File: config.mk
export PLATFORM = sky130hd
export DESIGN_NAME = rtc_calendar_tick_with_drift_trim_core
export DESIGN_NICKNAME = d
export VERILOG_FILES = /design/src/hw/rtl/rtcc_pkg.sv /design/src/hw/rtl/rtc_calendar_tick_with_drift_trim_core.sv /design/src/hw/rtl/rtcc_fmt.sv
export SDC_FILE = /design/constraint.sdc
export NUM_CORES = 1
export LEC_CHECK = 0
export BUFFER_PORTS_ARGS = -buffer_cell sky130_fd_sc_hd__buf_2
export CORE_MARGIN = 2
export CORE_UTILIZATION = 40
export DETAILED_ROUTE_END_ITERATION = 10
export GPL_TIMING_DRIVEN = 1
export MAX_ROUTING_LAYER = met4
export PLACE_DENSITY = 0.58
export SYNTH_ARGS = -nofsm -noshare
export SYNTH_HDL_FRONTEND = slang
export SYNTH_HIERARCHICAL = 1
export SYNTH_SLANG_ARGS = --single-unit
File: constraint.sdc
create_clock -name clk -period 8.3 [get_ports clk]
set_clock_uncertainty 0.1 [all_clocks]
set_input_delay 0.83 -clock clk [delete_from_list [all_inputs] [get_ports clk]]
set_output_delay 0.83 -clock clk [all_outputs]
set_load 0.005 [all_outputs]
File: src/hw/rtl/rtcc_pkg.sv
`default_nettype none

package rtcc_pkg;

    // Calendar counters, one snapshot of the time and date
    typedef struct packed {
        logic [13:0] year;
        logic [3:0]  month;
        logic [4:0]  day;
        logic [4:0]  hour;
        logic [5:0]  minute;
        logic [5:0]  second;
    } cal_t;

    localparam logic MODE_TICK = 1'b0;
    localparam logic MODE_LOAD = 1'b1;

    localparam logic [5:0]  SEC_LAST      = 6'd59;
    localparam logic [5:0]  MIN_LAST      = 6'd59;
    localparam logic [4:0]  HOUR_LAST     = 5'd23;
    localparam logic [3:0]  MONTH_LAST    = 4'd12;
    localparam logic [13:0] YEAR_LAST     = 14'd9999;
    localparam logic [4:0]  DAY_FIRST     = 5'd1;
    localparam logic [3:0]  MONTH_FIRST   = 4'd1;
    localparam logic [5:0]  TRIM_SEC_ODD  = 6'd58;
    localparam logic [5:0]  TRIM_SEC_EVEN = 6'd57;

    localparam logic [3:0]  MONTH_FEB = 4'd2;
    localparam logic [3:0]  MONTH_APR = 4'd4;
    localparam logic [3:0]  MONTH_JUN = 4'd6;
    localparam logic [3:0]  MONTH_SEP = 4'd9;
    localparam logic [3:0]  MONTH_NOV = 4'd11;

    // Quotient by 100 through a reciprocal, exact below 43699
    function automatic logic [7:0] div100(input logic [13:0] y);
        logic [26:0] p;
        p = 27'(y) * 27'(5243);
        return p[26:19];
    endfunction

    function automatic logic [13:0] times100(input logic [7:0] q);
        return 14'({q, 6'b0}) + 14'({q, 5'b0}) + 14'({q, 2'b0});
    endfunction

    // Gregorian rule: by 400, or by 4 and not by 100
    function automatic logic is_leap(input logic [13:0] y);
        logic [7:0] q;
        logic       hundred;
        q       = div100(y);
        hundred = (y == times100(q));
        return (hundred && (q[1:0] == 2'b00)) || (!hundred && (y[1:0] == 2'b00));
    endfunction

    function automatic logic [4:0] month_days(input logic [3:0] m, input logic leap);
        logic [4:0] d;
        case (m) inside
            MONTH_FEB: d = leap ? 5'd29 : 5'd28;
            MONTH_APR, MONTH_JUN, MONTH_SEP, MONTH_NOV: d = 5'd30;
            default: d = 5'd31;
        endcase
        return d;
    endfunction

    // Two BCD digits of v: tens taken mod 10, valid for v below 200
    function automatic logic [7:0] bcd_byte(input logic [7:0] v);
        logic [18:0] p;
        logic [7:0]  t;
        logic [7:0]  o;
        p = 19'(v) * 19'(205);
        t = p[18:11];
        o = v - (8'({t, 3'b0}) + 8'({t, 1'b0}));
        if (t >= 8'd10) begin
            t = t - 8'd10;
        end
        return {t[3:0], o[3:0]};
    endfunction

endpackage

`default_nettype wire

File: src/hw/rtl/rtc_calendar_tick_with_drift_trim_core.sv
// Real-time clock calendar with drift trim.
// Input channel (s_*): one request per second tick or per time/date load.
//   s_tuser selects the kind: tick advances the calendar one second,
//   load overwrites time and date but keeps the trim flag and colon phase.
// Output channel (m_*): one result per request, carrying the time and
//   date as BCD digits, minutes of day and the colon phase after the update.
// Pipeline: the result passes the calendar, hundreds and output registers; the
//   calendar itself updates in the cycle the request is accepted.
// Throughput: one request per cycle while the output is not stalled. The
//   calendar update is combinational; BCD formatting runs in two further pipeline stages.
// Stall: each stage holds its contents while the next one is full; with the
//   output stalled, up to two more requests are still taken before s_tready
//   drops. Nothing is dropped or repeated.
// Reset: clears the pipeline; calendar goes to 00:00:00 on day 1, month 1,
//   year 0, trim armed, colon phase low.
`default_nettype none

module rtc_calendar_tick_with_drift_trim_core (
    input  wire logic        clk,
    input  wire logic        rst_n,
    input  wire logic        s_tvalid,
    output logic             s_tready,
    // load_year[13:0], load_month[17:14], load_day[22:18], load_hour[27:23],
    // load_minute[33:28], load_second[39:34]
    input  wire logic [39:0] s_tdata,
    // mode[0]
    input  wire logic [0:0]  s_tuser,
    output logic             m_tvalid,
    input  wire logic        m_tready,
    // year_bcd[15:0], month_bcd[23:16], day_bcd[31:24], hour_bcd[39:32],
    // minute_bcd[47:40], second_bcd[55:48], minutes_of_day[66:56],
    // colon_phase[67], zero[71:68]
    output logic [71:0]      m_tdata
);

    rtcc_pkg::cal_t cal_reg;
    rtcc_pkg::cal_t cal_next;
    logic           trim_armed_reg;
    logic           trim_armed_next;
    logic           blink_reg;
    logic           blink_next;
    logic           valid_reg;

    logic           fmt_ready;
    logic           accept;
    logic [4:0]     mdays;
    logic [5:0]     sec_trim;

    // The calendar register doubles as the first pipeline stage
    assign s_tready = !valid_reg || fmt_ready;
    assign accept   = s_tvalid && s_tready;

    assign mdays = rtcc_pkg::month_days(cal_reg.month, rtcc_pkg::is_leap(cal_reg.year));

    always_comb begin
        cal_next        = cal_reg;
        trim_armed_next = trim_armed_reg;
        blink_next      = blink_reg;
        sec_trim        = cal_reg.second;
        if (accept) begin
            if (s_tuser[0] == rtcc_pkg::MODE_LOAD) begin
                cal_next.year   = s_tdata[13:0];
                cal_next.month  = s_tdata[17:14];
                cal_next.day    = s_tdata[22:18];
                cal_next.hour   = s_tdata[27:23];
                cal_next.minute = s_tdata[33:28];
                cal_next.second = s_tdata[39:34];
            end
            else begin
                // drift trim: repeat second 59 of the hour on odd hours, seconds 58 and 59 on even hours
                if (trim_armed_reg && cal_reg.minute == rtcc_pkg::MIN_LAST
                        && cal_reg.second == rtcc_pkg::SEC_LAST) begin
                    sec_trim        = cal_reg.hour[0] ? rtcc_pkg::TRIM_SEC_ODD
                                                      : rtcc_pkg::TRIM_SEC_EVEN;
                    trim_armed_next = 1'b0;
                end
                blink_next = ~blink_reg;
                if (sec_trim < rtcc_pkg::SEC_LAST) begin
                    cal_next.second = sec_trim + 6'd1;
                end
                else begin
                    cal_next.second = '0;
                    trim_armed_next = 1'b1;
                    if (cal_reg.minute < rtcc_pkg::MIN_LAST) begin
                        cal_next.minute = cal_reg.minute + 6'd1;
                    end
                    else begin
                        cal_next.minute = '0;
                        if (cal_reg.hour < rtcc_pkg::HOUR_LAST) begin
                            cal_next.hour = cal_reg.hour + 5'd1;
                        end
                        else begin
                            cal_next.hour = '0;
                            if (cal_reg.day < mdays) begin
                                cal_next.day = cal_reg.day + 5'd1;
                            end
                            else begin
                                cal_next.day = rtcc_pkg::DAY_FIRST;
                                if (cal_reg.month < rtcc_pkg::MONTH_LAST) begin
                                    cal_next.month = cal_reg.month + 4'd1;
                                end
                                else begin
                                    cal_next.month = rtcc_pkg::MONTH_FIRST;
                                    if (cal_reg.year < rtcc_pkg::YEAR_LAST) begin
                                        cal_next.year = cal_reg.year + 14'd1;
                                    end
                                    else begin
                                        cal_next.year = '0;
                                    end
                                end
                            end
                        end
                    end
                end
            end
        end
    end

    always_ff @(posedge clk or negedge rst_n) begin
        if (!rst_n) begin
            cal_reg.year   <= '0;
            cal_reg.month  <= rtcc_pkg::MONTH_FIRST;
            cal_reg.day    <= rtcc_pkg::DAY_FIRST;
            cal_reg.hour   <= '0;
            cal_reg.minute <= '0;
            cal_reg.second <= '0;
            trim_armed_reg <= 1'b1;
            blink_reg      <= 1'b0;
            valid_reg      <= 1'b0;
        end
        else begin
            cal_reg        <= cal_next;
            trim_armed_reg <= trim_armed_next;
            blink_reg      <= blink_next;
            // hold the snapshot until the formatter takes it
            if (s_tready) begin
                valid_reg <= s_tvalid;
            end
        end
    end

    rtcc_fmt u_fmt (
        .clk       (clk),
        .rst_n     (rst_n),
        .in_valid  (valid_reg),
        .in_ready  (fmt_ready),
        .in_cal    (cal_reg),
        .in_blink  (blink_reg),
        .out_valid (m_tvalid),
        .out_ready (m_tready),
        .out_data  (m_tdata)
    );

endmodule

`default_nettype wire

File: src/hw/rtl/rtcc_fmt.sv
`default_nettype none

// Two-stage display formatter: split the year into hundreds and the other fields into BCD, then the year into BCD
module rtcc_fmt (
    input  wire logic          clk,
    input  wire logic          rst_n,
    input  wire logic          in_valid,
    output logic               in_ready,
    input  wire rtcc_pkg::cal_t in_cal,
    input  wire logic          in_blink,
    output logic               out_valid,
    input  wire logic          out_ready,
    output logic [71:0]        out_data
);

    logic        s2_valid_reg;
    logic [7:0]  yq_reg;
    logic [6:0]  yr_reg;
    logic [7:0]  month_bcd_reg;
    logic [7:0]  day_bcd_reg;
    logic [7:0]  hour_bcd_reg;
    logic [7:0]  minute_bcd_reg;
    logic [7:0]  second_bcd_reg;
    logic [10:0] mod_reg;
    logic        blink2_reg;

    logic        out_valid_reg;
    logic [71:0] out_data_reg;

    logic        s2_ready;
    logic        s3_ready;
    logic [7:0]  yq;
    logic [13:0] yr_wide;
    logic [10:0] mod;

    assign s3_ready = !out_valid_reg || out_ready;
    assign s2_ready = !s2_valid_reg || s3_ready;
    assign in_ready = s2_ready;

    assign yq      = rtcc_pkg::div100(in_cal.year);
    assign yr_wide = in_cal.year - rtcc_pkg::times100(yq);
    // hour * 60 + minute, by shifts
    assign mod = {in_cal.hour, 6'b0} - {4'b0, in_cal.hour, 2'b0} + {5'b0, in_cal.minute};

    always_ff @(posedge clk or negedge rst_n) begin
        if (!rst_n) begin
            s2_valid_reg  <= 1'b0;
            out_valid_reg <= 1'b0;
        end
        else begin
            if (s2_ready) begin
                s2_valid_reg <= in_valid;
            end
            if (s3_ready) begin
                out_valid_reg <= s2_valid_reg;
            end
        end
    end

    always_ff @(posedge clk) begin
        if (in_valid && s2_ready) begin
            yq_reg         <= yq;
            yr_reg         <= yr_wide[6:0];
            month_bcd_reg  <= rtcc_pkg::bcd_byte({4'b0, in_cal.month});
            day_bcd_reg    <= rtcc_pkg::bcd_byte({3'b0, in_cal.day});
            hour_bcd_reg   <= rtcc_pkg::bcd_byte({3'b0, in_cal.hour});
            minute_bcd_reg <= rtcc_pkg::bcd_byte({2'b0, in_cal.minute});
            second_bcd_reg <= rtcc_pkg::bcd_byte({2'b0, in_cal.second});
            mod_reg        <= mod;
            blink2_reg     <= in_blink;
        end
        if (s2_valid_reg && s3_ready) begin
            out_data_reg <= {4'b0, blink2_reg, mod_reg, second_bcd_reg, minute_bcd_reg,
                             hour_bcd_reg, day_bcd_reg, month_bcd_reg,
                             rtcc_pkg::bcd_byte(yq_reg),
                             rtcc_pkg::bcd_byte({1'b0, yr_reg})};
        end
    end

    assign out_valid = out_valid_reg;
    assign out_data  = out_data_reg;

endmodule

`default_nettype wire
==> impl_metrics.ini <==
[outcome]
status = complete, no violations

[die]
start_util_pct = 40.7
core_mm2 = 0.0479
row_count = 80
die_area_mm2 = 0.0505
io_pins = 119
die_w_um = 225
die_h_um = 225

[timing]
drv_slew = 0
period_share_pct = 95.7
slew_headroom_pct = 38.6
hold_viol = 0
rsz0062_at_grt = true
holdWs_ns = 0.318
worst_slew_pin_slew_ns = 0.922
finalSetupViolCount = 0
max_freq_ghz = 0.126
fin_crit_ns = 7.94

[hold_path]
holdPathEnd = u_fmt/out_data[44]$_DFFE_PP_
holdPathStages = 0
min_from = u_fmt/minute_bcd_reg[4]$_DFFE_PP_
hold_path.class = reg2reg

[worst_setup_path]
path_max_fanout = 10
end_kind = flip-flop
r2r_slack_ns = 0.36
cp.required_ns = 8.53
crit_slowest_cell = fa_1
criticalPathCategory = reg2reg
crit_path_frequent_cell = fa_1
crit-reg2reg-launch = cal_reg[37]$_DFFE_PN0P_
startpoint_type = flip-flop
r2r_end = cal_reg[24]$_DFFE_PN0P_
cp.arrival_ns = 8.18
reg2reg_depth = 29
cp_slowest_stage_delay_ns = 0.58

[drt]
routed_via_density = 5.01
ant_nets = 0
drt_iter0_drc = 641
route.detailed.drc = 0
firstDrtPassIters = 5
vias = 13200
drt-total-wl_mm = 41.4
wire_per_inst_um = 15.7

[global_route]
grt_max_degree = 48
grt_antenna_before_repair = 2
track_usage_pct = 17.6
grt_pass1_vias = 13800
grt_first_pass_wirelength_mm = 68.8
grt_overflow = 0

[logic_synthesis]
async_flop_share_pct = 27.8
ys_seq_area_share_pct = 23.8
synthCells = 1873
avgSynthCellArea_um2 = 10.4
synth-edff-count = 117
yosys_warnings = 6
synthFlopType = edfxtp_1
synth_seq_cells = 162
syn_area_mm2 = 0.0195
synth_cell_types = 84

[cells_and_area]
final-seq-area_mm2 = 0.00465
num-fill-cells = 4492
stdcell_count = 2634
areaGrowthSynthToFinish_pct = 10.5
multi_input_area_mm2 = 0.0133
largest_reg_flops = 59
drive_gt1_share_pct = 10.5
nNetsFinal = 2669

[placed_design]
place_congestion = 0.920
numPlacedInstances = 2600
dp_hpwl_mm = 35.0
portBuffers = 105

[run]
maxCapViolations = 0

[clock_tree]
clockRootBuffer = clkbuf_16
clkSlewWorstSetupHoldPaths_ns = 0.07
clock_latency_ns = 0.44
cts_buffers = 17
clockBufferDepth = 2
ctsHtreeMaxLevel = 4
clock-sinks = 162
cts_tree = yes
how the worst max path moves through the flow:
stage,start,to,slack (ns),cells after the start
6_report,cal_reg[37]$_DFFE_PN0P_,cal_reg[24]$_DFFE_PN0P_,0.36,29
5_1_grt,cal_reg[32]$_DFFE_PN0P_,cal_reg[24]$_DFFE_PN0P_,-0.08,31
4_1_cts,cal_reg[34]$_DFFE_PN0P_,cal_reg[24]$_DFFE_PN0P_,0.03,28
3_5_place_dp,cal_reg[36]$_DFFE_PN0P_,cal_reg[24]$_DFFE_PN0P_,0.07,29
3_3_place_gp,cal_reg[36]$_DFFE_PN0P_,cal_reg[24]$_DFFE_PN0P_,0.16,28
2_1_floorplan,cal_reg[37]$_DFFE_PN0P_,cal_reg[24]$_DFFE_PN0P_,0.29,28
what timing repair did:
item / 4_1_cts / 5_1_grt
hold buffers: 0 / 0
buffers inserted: 0 / 1
resized for setup: 0 / 16
setup endpoints to repair: 0 / 9
placed cells by master (no fill, tap or decap), types with 9 or more instances in the layout:
cell	instances
a211oi_1	10
a21oi_1	73
and3_1	14
buf_2	105
buf_4	28
clkbuf_16	17
conb_1	13
dfrtp_1	37
edfxtp_1	117
fa_1	166
ha_1	453
inv_1	387
nand2_1	64
nand2b_1	13
nand3_1	30
nand4_1	9
nor2_1	76
nor2b_1	11
nor3_1	30
o21a_1	13
o21ai_0	74
or2_2	9
xnor2_1	78
xor2_1	23
logic make-up (layout without fill, tap and decap cells):
| group | after synthesis | in the layout | synth area share, % |
|---|---|---|---|
| other | 1 | 14 | 0.0192 |
| and+or+nand+nor | 292 | 292 | 7.41 |
| muxes | 5 | 5 | 0.270 |
| buffers and inverters | 419 | 552 | 8.35 |
| xor gates and xnor gates | 106 | 106 | 4.90 |
| adders and majority gates | 619 | 619 | 46.1 |
| AOI/OAI and AO/OA | 269 | 269 | 9.10 |
| DFF | 162 | 162 | 23.8 |
per-stage QoR:
stage	utilization (%)	setup WS (ns)	TNS (ns)	instance area, µm²
floorplan	-	0.293	0	19500
global placement	43.5	0.156	0	20900
detailed placement	43.5	0.0661	0	20900
CTS	44.8	0.0298	0	21500
global route	44.9	-0.0779	-0.0929	21500
finish	44.9	0.355	0	21500
cell usage after synthesis, drive strengths merged, types with 5 or more instances:
cell type / instances / area share (%)
o22ai: 8 / 0.26
and2: 6 / 0.21
nand2b: 13 / 0.42
o21bai: 5 / 0.19
clkbuf: 16 / 0.31
xnor2: 78 / 3.5
or2: 10 / 0.32
nand2: 64 / 1.2
a32oi: 8 / 0.36
o211ai: 5 / 0.19
nand3: 31 / 0.82
and3: 14 / 0.45
edfxtp: 117 / 18
nor2: 78 / 1.5
a22oi: 6 / 0.23
a211oi: 11 / 0.45
buf: 16 / 0.58
a21oi: 76 / 2.0
nor4: 5 / 0.19
dfrtp: 42 / 5.4
nor3: 31 / 0.80
nor2b: 12 / 0.39
fa: 166 / 17
ha: 453 / 29
inv: 387 / 7.5
a21o: 7 / 0.27
o21ai: 81 / 2.1
o21a: 13 / 0.50
nand4: 9 / 0.29
xor2: 26 / 1.2
critical path: cells and delay by family (launching register included):
kind            cells  cell delay [ns]
fa+ha+maj           8             3.47
simple gates        7             1.72
compound gates      9             1.64
flops               1             0.45
buf+inv             4             0.36
xor+xnor            1             0.12
per-layer routing:
layer  vias up  GRT usage, %  share of wire, %
li1       6564             -                 -
met1      6373          22.6                47
met2       220          29.5                48
met3        31          2.81               3.7
met4         0          3.95               1.4
met5         -             -                 0
final cells by class:
class,instances,share of cell area (%)
sequential,162,21.6
inverter,387,6.74
timing repair buffer,133,3.41
clock inverter,15,0.790
antenna,1,0.0116
multi-input combinational,1304,61.9
tap,615,3.57
clock buffer,17,1.97
Power is left out: the tool's default activity adds up to more than one toggle a clock period on the data nets, which glitch-free logic cannot reach.
